===== src/rtl/lmts_pkg.sv =====
package lmts_pkg;

    // Width of the mode cycle counter; the sum saturates at its all-ones value.
    localparam int COUNT_BITS = 11;
    localparam int CYC_BITS = 10;
    localparam int LINE_BITS = 8;
    localparam int ELAPSED_BITS = 8;
    localparam int CFG_INDEX_BITS = 3;
    localparam int CFG_DATA_BITS = 10;
    localparam int CMP_BITS = (COUNT_BITS > CYC_BITS) ? COUNT_BITS : CYC_BITS;
    localparam int SUM_BITS = COUNT_BITS + 1;

    localparam logic [COUNT_BITS-1:0] COUNT_MAX = {COUNT_BITS{1'b1}};

    typedef enum logic [1:0] {
        MODE_HBLANK = 2'd0,
        MODE_VBLANK = 2'd1,
        MODE_OAM    = 2'd2,
        MODE_XFER   = 2'd3
    } t_lcd_mode;

    typedef enum logic [CFG_INDEX_BITS-1:0] {
        REG_OAM_SEARCH   = 3'd0,
        REG_TRANSFER     = 3'd1,
        REG_HBLANK       = 3'd2,
        REG_VBLANK_LINE  = 3'd3,
        REG_VISIBLE      = 3'd4,
        REG_LAST_LINE    = 3'd5
    } t_cfg_index;

    typedef struct packed {
        logic [CYC_BITS-1:0]  oam_search_cycles;
        logic [CYC_BITS-1:0]  transfer_cycles;
        logic [CYC_BITS-1:0]  hblank_cycles;
        logic [CYC_BITS-1:0]  vblank_line_cycles;
        logic [LINE_BITS-1:0] visible_lines;
        logic [LINE_BITS-1:0] last_line;
    } t_timing_cfg;

    typedef struct packed {
        t_lcd_mode             mode;
        logic [COUNT_BITS-1:0] count;
        logic [LINE_BITS-1:0]  line;
    } t_seq_state;

    typedef struct packed {
        t_seq_state state;
        logic       vblank_irq;
        logic       render_line;
    } t_step_result;

endpackage


===== src/rtl/lmts_step.sv =====
module lmts_step
    import lmts_pkg::*;
(
    input  t_seq_state              i_state,
    input  t_timing_cfg             i_cfg,
    input  logic [ELAPSED_BITS-1:0] i_elapsed_cycles,
    output t_step_result            o_result
);

    logic [SUM_BITS-1:0]   sum;
    logic [COUNT_BITS-1:0] count_sat;
    logic [CMP_BITS-1:0]   count_cmp;
    logic [LINE_BITS-1:0]  line_inc;
    logic [LINE_BITS:0]    line_next_wide;

    always_comb begin
        sum = SUM_BITS'(i_state.count) + SUM_BITS'(i_elapsed_cycles);
        count_sat = sum[SUM_BITS-1] ? COUNT_MAX : sum[COUNT_BITS-1:0];
        count_cmp = CMP_BITS'(count_sat);
        line_inc = i_state.line + LINE_BITS'(1);
        line_next_wide = (LINE_BITS+1)'(i_state.line) + (LINE_BITS+1)'(1);

        o_result.state = i_state;
        o_result.state.count = count_sat;
        o_result.vblank_irq = 1'b0;
        o_result.render_line = 1'b0;

        case (i_state.mode)
            MODE_HBLANK: begin
                if (count_cmp >= CMP_BITS'(i_cfg.hblank_cycles)) begin
                    o_result.state.count = '0;
                    o_result.state.line = line_inc;
                    if (line_inc == i_cfg.visible_lines) begin
                        o_result.state.mode = MODE_VBLANK;
                        o_result.vblank_irq = 1'b1;
                    end else begin
                        o_result.state.mode = MODE_OAM;
                    end
                end
            end
            MODE_VBLANK: begin
                if (count_cmp >= CMP_BITS'(i_cfg.vblank_line_cycles)) begin
                    o_result.state.count = '0;
                    // The advanced line is compared unwrapped, so line 255 always wraps.
                    if (line_next_wide > (LINE_BITS+1)'(i_cfg.last_line)) begin
                        o_result.state.line = '0;
                        o_result.state.mode = MODE_OAM;
                    end else begin
                        o_result.state.line = line_inc;
                    end
                end
            end
            MODE_OAM: begin
                if (count_cmp >= CMP_BITS'(i_cfg.oam_search_cycles)) begin
                    o_result.state.count = '0;
                    o_result.state.mode = MODE_XFER;
                end
            end
            MODE_XFER: begin
                if (count_cmp >= CMP_BITS'(i_cfg.transfer_cycles)) begin
                    o_result.state.count = '0;
                    o_result.state.mode = MODE_HBLANK;
                    o_result.render_line = 1'b1;
                end
            end
            default: begin
                o_result.state = i_state;
            end
        endcase
    end

endmodule


===== src/rtl/lcd_mode_timing_sequencer.sv =====
// LCD mode timing sequencer.
// Input channel (i_valid/o_ready, i_elapsed_cycles): each transaction carries the
// number of clock cycles that passed since the previous one. The block adds it to
// the mode cycle counter and steps through OAM search, pixel transfer, horizontal
// blank and vertical blank, advancing the line counter.
// Output channel (o_valid/i_ready): one result per input transaction with the new
// mode, the line, a vertical-blank interrupt pulse and a render-line pulse.
// Configuration channel (i_cfg_valid/o_cfg_ready, i_cfg_index, i_cfg_data) writes
// the six timing registers; it is always ready and should be used while idle.
// The accepting edge loads the input register, and the result register is loaded
// from it once the output side is free. Throughput is one transaction per cycle
// while the receiver keeps i_ready high, set by the state update loop.
// When the receiver stalls, the result register holds, the input register fills,
// and o_ready drops until the result is taken.
// Reset (synchronous, active low) empties both registers, sets horizontal blank,
// clears counter and line, and restores the default timing values.
module lcd_mode_timing_sequencer
    import lmts_pkg::*;
(
    input  logic                      i_clk,
    input  logic                      i_rst_n,
    input  logic                      i_valid,
    output logic                      o_ready,
    input  logic [ELAPSED_BITS-1:0]   i_elapsed_cycles,
    output logic                      o_valid,
    input  logic                      i_ready,
    output logic [1:0]                o_lcd_mode,
    output logic [LINE_BITS-1:0]      o_scan_line,
    output logic                      o_vblank_irq,
    output logic                      o_render_line,
    input  logic                      i_cfg_valid,
    output logic                      o_cfg_ready,
    input  logic [CFG_INDEX_BITS-1:0] i_cfg_index,
    input  logic [CFG_DATA_BITS-1:0]  i_cfg_data
);

    t_timing_cfg               r_cfg;
    t_seq_state                r_state;
    logic                      r_in_valid;
    logic [ELAPSED_BITS-1:0]   r_elapsed;
    logic                      r_out_valid;
    logic [1:0]                r_lcd_mode;
    logic [LINE_BITS-1:0]      r_scan_line;
    logic                      r_vblank_irq;
    logic                      r_render_line;

    t_step_result              n_step;
    logic                      out_free;
    logic                      step_fire;
    logic                      in_accept;

    lmts_step u_step (
        .i_state          (r_state),
        .i_cfg            (r_cfg),
        .i_elapsed_cycles (r_elapsed),
        .o_result         (n_step)
    );

    assign out_free  = !r_out_valid || i_ready;
    assign step_fire = r_in_valid && out_free;
    assign o_ready   = !r_in_valid || step_fire;
    assign in_accept = i_valid && o_ready;

    assign o_cfg_ready   = 1'b1;
    assign o_valid       = r_out_valid;
    assign o_lcd_mode    = r_lcd_mode;
    assign o_scan_line   = r_scan_line;
    assign o_vblank_irq  = r_vblank_irq;
    assign o_render_line = r_render_line;

    always_ff @(posedge i_clk) begin
        if (!i_rst_n) begin
            r_cfg.oam_search_cycles  <= CYC_BITS'(80);
            r_cfg.transfer_cycles    <= CYC_BITS'(172);
            r_cfg.hblank_cycles      <= CYC_BITS'(204);
            r_cfg.vblank_line_cycles <= CYC_BITS'(456);
            r_cfg.visible_lines      <= LINE_BITS'(144);
            r_cfg.last_line          <= LINE_BITS'(153);
        end else if (i_cfg_valid) begin
            case (i_cfg_index)
                REG_OAM_SEARCH:  r_cfg.oam_search_cycles  <= i_cfg_data[CYC_BITS-1:0];
                REG_TRANSFER:    r_cfg.transfer_cycles    <= i_cfg_data[CYC_BITS-1:0];
                REG_HBLANK:      r_cfg.hblank_cycles      <= i_cfg_data[CYC_BITS-1:0];
                REG_VBLANK_LINE: r_cfg.vblank_line_cycles <= i_cfg_data[CYC_BITS-1:0];
                REG_VISIBLE:     r_cfg.visible_lines      <= i_cfg_data[LINE_BITS-1:0];
                REG_LAST_LINE:   r_cfg.last_line          <= i_cfg_data[LINE_BITS-1:0];
                default: begin
                end
            endcase
        end
    end

    always_ff @(posedge i_clk) begin
        if (!i_rst_n) begin
            r_in_valid    <= 1'b0;
            r_out_valid   <= 1'b0;
            r_state.mode  <= MODE_HBLANK;
            r_state.count <= '0;
            r_state.line  <= '0;
        end else begin
            if (in_accept) begin
                r_in_valid <= 1'b1;
            end else if (step_fire) begin
                r_in_valid <= 1'b0;
            end

            if (step_fire) begin
                r_out_valid <= 1'b1;
                r_state     <= n_step.state;
            end else if (i_ready) begin
                r_out_valid <= 1'b0;
            end
        end
    end

    always_ff @(posedge i_clk) begin
        if (in_accept) begin
            r_elapsed <= i_elapsed_cycles;
        end
        if (step_fire) begin
            r_lcd_mode    <= n_step.state.mode;
            r_scan_line   <= n_step.state.line;
            r_vblank_irq  <= n_step.vblank_irq;
            r_render_line <= n_step.render_line;
        end
    end

endmodule


===== config.mk =====
export PLATFORM = sky130hd
export DESIGN_NAME = lcd_mode_timing_sequencer
export DESIGN_NICKNAME = d
export VERILOG_FILES = /design/src/rtl/lmts_pkg.sv /design/src/rtl/lmts_step.sv /design/src/rtl/lcd_mode_timing_sequencer.sv
export SDC_FILE = /design/constraint.sdc
export NUM_CORES = 1
export LEC_CHECK = 0
export ABC_CLOCK_PERIOD_IN_PS = 5700
export BUFFER_PORTS_ARGS = -buffer_cell sky130_fd_sc_hd__buf_2
export CAP_MARGIN = 10
export CELL_PAD_IN_SITES_DETAIL_PLACEMENT = 1
export CELL_PAD_IN_SITES_GLOBAL_PLACEMENT = 1
export CORE_ASPECT_RATIO = 0.6
export CORE_UTILIZATION = 40
export DETAILED_ROUTE_END_ITERATION = 8
export HOLD_SLACK_MARGIN = 0.06
export PLACE_DENSITY = 0.69
export SLEW_MARGIN = 0
export SYNTH_ARGS = -nofsm -noshare
export SYNTH_HDL_FRONTEND = slang
export SYNTH_SLANG_ARGS = --single-unit

===== constraint.sdc =====
create_clock -name i_clk -period 5.7 [get_ports i_clk]
set_input_delay 1.14 -clock i_clk [delete_from_list [all_inputs] [get_ports i_clk]]
set_output_delay 1.14 -clock i_clk [all_outputs]
set_load 0.02 [all_outputs]

==> results of run 1 <==
[cell usage after synthesis (all sizes together), types with 3 or more instances]
| cell | instances | area [um2] |
|---|---|---|
| xnor3 | 4 | 90.1 |
| edfxtp | 20 | 601 |
| nand2 | 124 | 465 |
| and4b | 3 | 30.0 |
| a21o | 16 | 123 |
| and3 | 5 | 31.3 |
| o31a | 3 | 26.3 |
| a31oi | 5 | 31.3 |
| nand4 | 7 | 43.8 |
| buf | 8 | 62.6 |
| mux2 | 3 | 33.8 |
| a32o | 10 | 111 |
| o22ai | 4 | 25.0 |
| or2 | 6 | 37.5 |
| xor2 | 4 | 35.0 |
| a22o | 3 | 26.3 |
| o21ai | 18 | 93.8 |
| clkbuf | 18 | 91.3 |
| o211ai | 21 | 163 |
| a221oi | 3 | 26.3 |
| o2111ai | 3 | 26.3 |
| nor2b | 6 | 37.5 |
| a22oi | 3 | 22.5 |
| a21boi | 37 | 278 |
| a21oi | 25 | 125 |
| nor3 | 5 | 25.0 |
| nand3 | 22 | 110 |
| o21a | 4 | 30.0 |
| dfxtp | 79 | 1580 |
| nor2 | 13 | 48.8 |
| inv | 52 | 195 |
| xnor2 | 7 | 61.3 |
| nand2b | 8 | 50.1 |
| and2 | 6 | 38.8 |
| ha | 57 | 713 |
| a211oi | 5 | 37.5 |
[worst max-delay path: cells and delay by family, from the launching register on]
family	cells	cell delay, ns
AO/OA/AOI/OAI	8	2.04
AND/OR/NAND/NOR	3	0.83
multiplexers	1	0.29
adder cells (fa/ha/maj)	2	0.72
flip-flops	1	0.38
[per-layer routing]
layer | share of wire [%] | global-route usage [%] | routed length, um
met3 | 3.4 | 4.14 | 569
met4 | 0.90 | 5.10 | 151
met5 | 0 | 0 | 0
met2 | 45 | 39.6 | 7460
met1 | 51 | 33.5 | 8550
[flip-flops by register name, indices dropped and copies added (netlist names)]
signal and count:
o_lcd_mode 2, o_scan_line 8, o_render_line 1, r_elapsed 8, o_vblank_irq 1, r_state 21, o_valid 1, r_in_valid 1
r_cfg 56
[kinds of logic after synthesis]
logic type	count (synthesis)
other cells	1
flops	99
mux	5
buf+inv	78
compound gates	173
fa+ha+maj	58
xor+xnor	16
simple gates	217
[power groups by stage]
stage	clock network (mW)	logic [mW]	registers [mW]
finish	0.609	0.414	0.764
global route	0.653	0.459	0.767
CTS	0.625	0.411	0.765
detailed placement	0	0.404	0.780
global placement	0	0.389	0.779
floorplan	0	0.279	0.779
[layout make-up]
type / count / area, um2
multi-input combinational: 470 / 3280
tap: 192 / 240
clock inverter: 2 / 37.5
inverter: 52 / 195
sequential: 99 / 2180
timing repair buffer: 42 / 218
clock buffer: 13 / 250
fill: 1663 / 7510
[worst min-delay path by stage]
stage                            end  startpoint  slack (ns)
after floorplan           r_state[8]  r_state[8]        0.43
after global placement     r_cfg[48]   r_cfg[48]        0.45
after detailed placement   r_cfg[54]   r_cfg[54]        0.46
after CTS                  r_cfg[54]   r_cfg[54]        0.47
after global routing       r_cfg[40]   r_cfg[40]        0.49
final                      r_cfg[20]   r_cfg[20]        0.47
==> flow_summary_export.csv, run 1 <==
group,metric,value,unit
place,place_ws,1.45,ns
power,switching_share,29.8,%
sta,setup_viol,0,
global_routing,grt_pass1_vias,5010,
synth,synth-main-ff-cell,"dfxtp_1",
finish,syn_to_final_growth,10.2,%
synth,syn_area_per_cell,8.98,um2
routing,drtAntennaViolNets,0,
sta,grt_setup_unrepaired,"no",
sta,min_period,4.36,ns
power,p_leak,2.75,nW
finish,final_cell_mix,"nand2_1, dfxtp_1, ha_1",
global_routing,antenna_found_initial,0,
setup_path,critPathArrivalTime,4.60,ns
sta,fmax,229,MHz
floorplan,start_util,41.8,%
synth,muxShareOfSynthArea,0.926,%
synth,ys_ff_latch,99,
synth,synth_top_family_by_area,"compound AO/OA/AOI/OAI gates",
hold_path,worstHoldPathCells,2,
finish,final_cell_count_no_fill,870,
power,pwr-share-clk,34.1,%
global_routing,grt_pass1_wl,27.2,mm
finish,fin_util,46.0,%
setup_path,cp-startpoint,"r_elapsed[3]",
power,powerDensity,279,nW/um2
finish,final_common_cell,"nand2_1",
setup_path,worstRegToRegCells,14,
floorplan,die_w,158,um
clock_tree,cts_buffer_depth,2,
sta,slew_violations,0,
synth,yosysWarningCount,0,
hold_path,hp-class,"reg -> reg",
clock_tree,clock_sinks,99,
job,max_cap_viol_count,0,
setup_path,r2r_start,"r_elapsed[3]",
synth,synth_compound_area_share,21.7,%
setup_path,path_cells,"ha_1 -> a21o_1 -> a21oi_1 -> a211o_2 -> nand2_1 -> nor2_1 -> ha_1 -> nand2b_1 -> a211oi_1 -> o31a_1 -> o21ai_0 -> mux2i_1 -> a21oi_1 -> o41ai_1",
sta,clock_skew,0.00977,ns
sta,slew_headroom,33.0,%
setup_path,crit_required,5.94,ns
sta,final.setup.worst_slack,1.34,ns
power,internal_power,1.25,mW
routing,drt-vias-per-instance,5.57,
clock_tree,clkTransAtPathRegs,0.07,ns
place,dp.cells,855,
routing,first_iter_violations,263,
clock_tree,post-cts-setup-buffer-count,0,
sta,tightest_slew,1.00,ns
synth,synth_edf_count,20,
setup_path,start_kind,"register",
floorplan,io-pin-count,41,
floorplan,coreArea,13900,um2
finish,nNetsFinal,758,
place,gp_congestion,0.851,
synth,synthAdderAreaFrac,12.6,%
setup_path,crit_end,"r_state[8]",
routing,wirelength,16.7,mm
synth,async_reset_ff_share,0,%
power,p_total,1.79,mW
global_routing,grt_usage,24.2,%
place,port_buffers,39,
synth,yosysSeqAreaShare,37.6,%
setup_path,path_max_fanout,6,
synth,yosys.cell_types.count,72,
setup_path,path_class,"reg -> reg",
synth,synth_simple_gate_area_share,17.5,%
clock_tree,numCtsBuffers,9,
clock_tree,clk_latency,0.35,ns
finish,drive_gt1_share,12.4,%
setup_path,critPathCaptureType,"register",
place,post-dp-hpwl,13.0,mm
finish,antenna_cells,0,
sta,hold_violations,0,
clock_tree,hold_buffers,0,
power,ir_worst_vdd,146,uV
power,p_sw,532,uW
synth,syn_nets,731,
clock_tree,tritoncts,"done",
global_routing,grt_overflow,0,
finish,final_area,6400,um2
setup_path,crit_path_top_delay_cell,"nor2_1",
setup_path,regToRegEndpoint,"r_state[8]",
clock_tree,cts-root-buf,"clkbuf_16",
synth,netlist_area,5810,um2
global_routing,grt_max_degree,69,
routing,post_drt_wl_per_cell,19.2,um
routing,vias,4848,
sta,min_period_over_period,76.5,%
setup_path,r2r_setup_slack,1.34,ns
place,place_area,6110,um2
synth,syn_inst,647,
power,pwr-share-comb,23.1,%
setup_path,slowest_delay,0.57,ns
clock_tree,cts.repair.resized,0,
outcome,status,"finished clean",
floorplan,die_h,95.4,um
synth,synth-xor-area-share,3.62,%
routing,firstDrtPassIters,5,
routing,drcViolationCount,0,
floorplan,die_area,15000,um2
sta,hold_slack,0.468,ns
clock_tree,htreeDepth,3,
sta,finalSetupTns,0,ns
power,p_seq_share,42.8,%
floorplan,rows,33,
Power figures use the tool's default switching activity.
==> run 2: changes to the inputs <==
Settings changed: ABC_CLOCK_PERIOD_IN_PS 5700 to 4450.
Clock period 5.7 ns to 4.45 ns, I/O delays scaled along.
==> run 2 against run 1 <==
Power grew 32%; clock skew about the same; critical endpoint unchanged; count of clock-buffer cells in the layout is 4 lower; flip-flop and latch count stayed put; register-to-register slack worse by 1.1 ns; first-iteration DRC count down 6.5%; wire length up 0.39%; sequential share of layout area fell by 0.32 points; core utilization increased by 0.44 points; via count barely moved; global-route usage is 0.42 points lower.
==> flow_summary_export.csv, run 2 (synthesis gave the netlist of run 1 again) <==
group,metric,value,unit
global_routing,grt_overflow,0,
floorplan,die_area,15000,um2
clock_tree,numCtsBuffers,9,
sta,slew_headroom,29.8,%
routing,vias,4852,
finish,regMostFlops,"r_cfg",
sta,setup_viol,0,
finish,reg_top3,"r_cfg x56, r_state x21",
global_routing,grt_max_degree,36,
setup_path,crit_required,4.69,ns
floorplan,die_h,95.4,um
finish,final_common_cell,"nand2_1",
place,gp_congestion,0.846,
global_routing,grt_usage,23.8,%
hold_path,worstHoldPathCells,2,
routing,drtAntennaViolNets,0,
outcome,status,"finished clean",
routing,firstDrtPassIters,4,
setup_path,crit_end,"r_state[8]",
finish,final_cell_mix,"nand2_1, dfxtp_1, ha_1",
job,max_cap_viol_count,0,
floorplan,die_w,158,um
floorplan,io-pin-count,41,
sta,slew_violations,0,
hold_path,hp-class,"reg -> reg",
clock_tree,clock_sinks,99,
place,port_buffers,39,
finish,drive_gt1_share,13.9,%
sta,min_period_over_period,95.1,%
finish,largest_reg_flops,56,
setup_path,regToRegEndpoint,"r_state[8]",
routing,drcViolationCount,0,
routing,wirelength,16.8,mm
clock_tree,clkTransAtPathRegs,0.08,ns
setup_path,critPathCaptureType,"register",
finish,nNetsFinal,762,
finish,antenna_cells,0,
setup_path,r2r_setup_slack,0.22,ns
power,powerDensity,364,nW/um2
power,ir_worst_vdd,180,uV
setup_path,worstRegToRegCells,15,
floorplan,start_util,41.8,%
setup_path,cp-startpoint,"r_elapsed[0]",
routing,first_iter_violations,246,
place,post-dp-hpwl,13.0,mm
setup_path,critPathArrivalTime,4.48,ns
sta,finalSetupTns,0,ns
sta,hold_violations,0,
sta,min_period,4.23,ns
finish,syn_to_final_growth,11.2,%
floorplan,rows,33,
sta,grt_setup_unrepaired,"no",
power,p_leak,2.79,nW
global_routing,grt_pass1_vias,5003,
clock_tree,clk_latency,0.35,ns
setup_path,start_kind,"register",
global_routing,antenna_found_initial,0,
clock_tree,cts-root-buf,"clkbuf_16",
setup_path,path_class,"reg -> reg",
global_routing,grt_pass1_wl,26.7,mm
routing,post_drt_wl_per_cell,19.2,um
sta,fmax,236,MHz
setup_path,r2r_start,"r_elapsed[0]",
clock_tree,cts_buffer_depth,2,
sta,tightest_slew,1.05,ns
routing,drt-vias-per-instance,5.55,
sta,clock_skew,0.0100,ns
clock_tree,htreeDepth,3,
clock_tree,tritoncts,"done",
setup_path,path_max_fanout,5,
power,p_total,2.36,mW
clock_tree,post-cts-setup-buffer-count,0,
floorplan,coreArea,13900,um2
-- run 2: cell types whose count changed in the layout (fill, tap and decap cells not counted), sizes merged --
cell / before / now
buf: 42 / 46
clkbuf: 13 / 9
inv: 52 / 56
clkinv: 0 / 2
clkinvlp: 1 / 0
-- run 2: area by class of cell --
cell class	count	area [um2]
inverters	52	195
well taps	192	240
multi-input cells	470	3290
repair buffers	46	248
flip-flops and latches	99	2180
fillers	1651	7450
clock buffers	9	225
clock inverters	7	81.3
-- run 2: what timing repair did --
| action | 4_1_cts | 5_1_grt |
|---|---|---|
| endpoints found under the setup margin | 0 | 12 |
| hold buffers | 0 | 0 |
| resized for setup | 0 | 4 |
-- run 2: worst min-delay path by stage --
| stage | from | to |
|---|---|---|
| detailed placement | r_cfg[20] | r_cfg[20] |
| CTS | r_cfg[20] | r_cfg[20] |
| global placement | r_cfg[20] | r_cfg[20] |
| global route | r_cfg[53] | r_cfg[53] |
| finish | r_cfg[20] | r_cfg[20] |
| floorplan | r_state[8] | r_state[8] |
-- run 2: metal layers --
metal  vias up  wire length [um]  GRT usage [%]  share of wire (%)
met5         -                 0              0                  0
met4         0               149           4.29               0.89
met3        13               811           4.73                4.8
met2        77              7580           39.7                 45
met1      2395              8260           32.1                 49
li1       2367                 -              -                  -
-- run 2: metrics by stage --
| step | std cells | util [%] | setup WS (ns) | hold WS [ns] | instance area [um2] |
|---|---|---|---|---|---|
| final | 875 | 46.5 | 0.218 | 0.466 | 6460 |
| after global routing | 875 | 46.5 | 0.0263 | 0.490 | 6460 |
| after CTS | 875 | 46.4 | 0.126 | 0.472 | 6450 |
| after detailed placement | 859 | 44.2 | 0.274 | 0.462 | 6140 |
| after global placement | 859 | 44.2 | 0.400 | 0.451 | 6140 |
| after floorplan | 647 | - | 0.720 | 0.426 | 5810 |
-- run 2: power breakdown --
part | total, mW | switching [mW] | internal [mW]
clock network | 0.822 | 0.375 | 0.447
logic | 0.556 | 0.342 | 0.214
registers | 0.978 | 0.0253 | 0.953
total | 2.36 | 0.743 | 1.61
-- run 2: worst max-delay path, cell delays in order (launching register included) --
cell      delay (ns)
edfxtp_1        0.39
ha_1            0.22
fa_1            0.43
a211oi_1        0.35
o21ai_1         0.20
a31oi_1         0.23
xnor2_1         0.08
or2_2           0.35
ha_1            0.33
a21oi_1         0.16
o21ai_0         0.11
a21oi_1         0.19
o31ai_2         0.14
mux2i_2         0.28
a21oi_1         0.24
o41ai_2         0.42
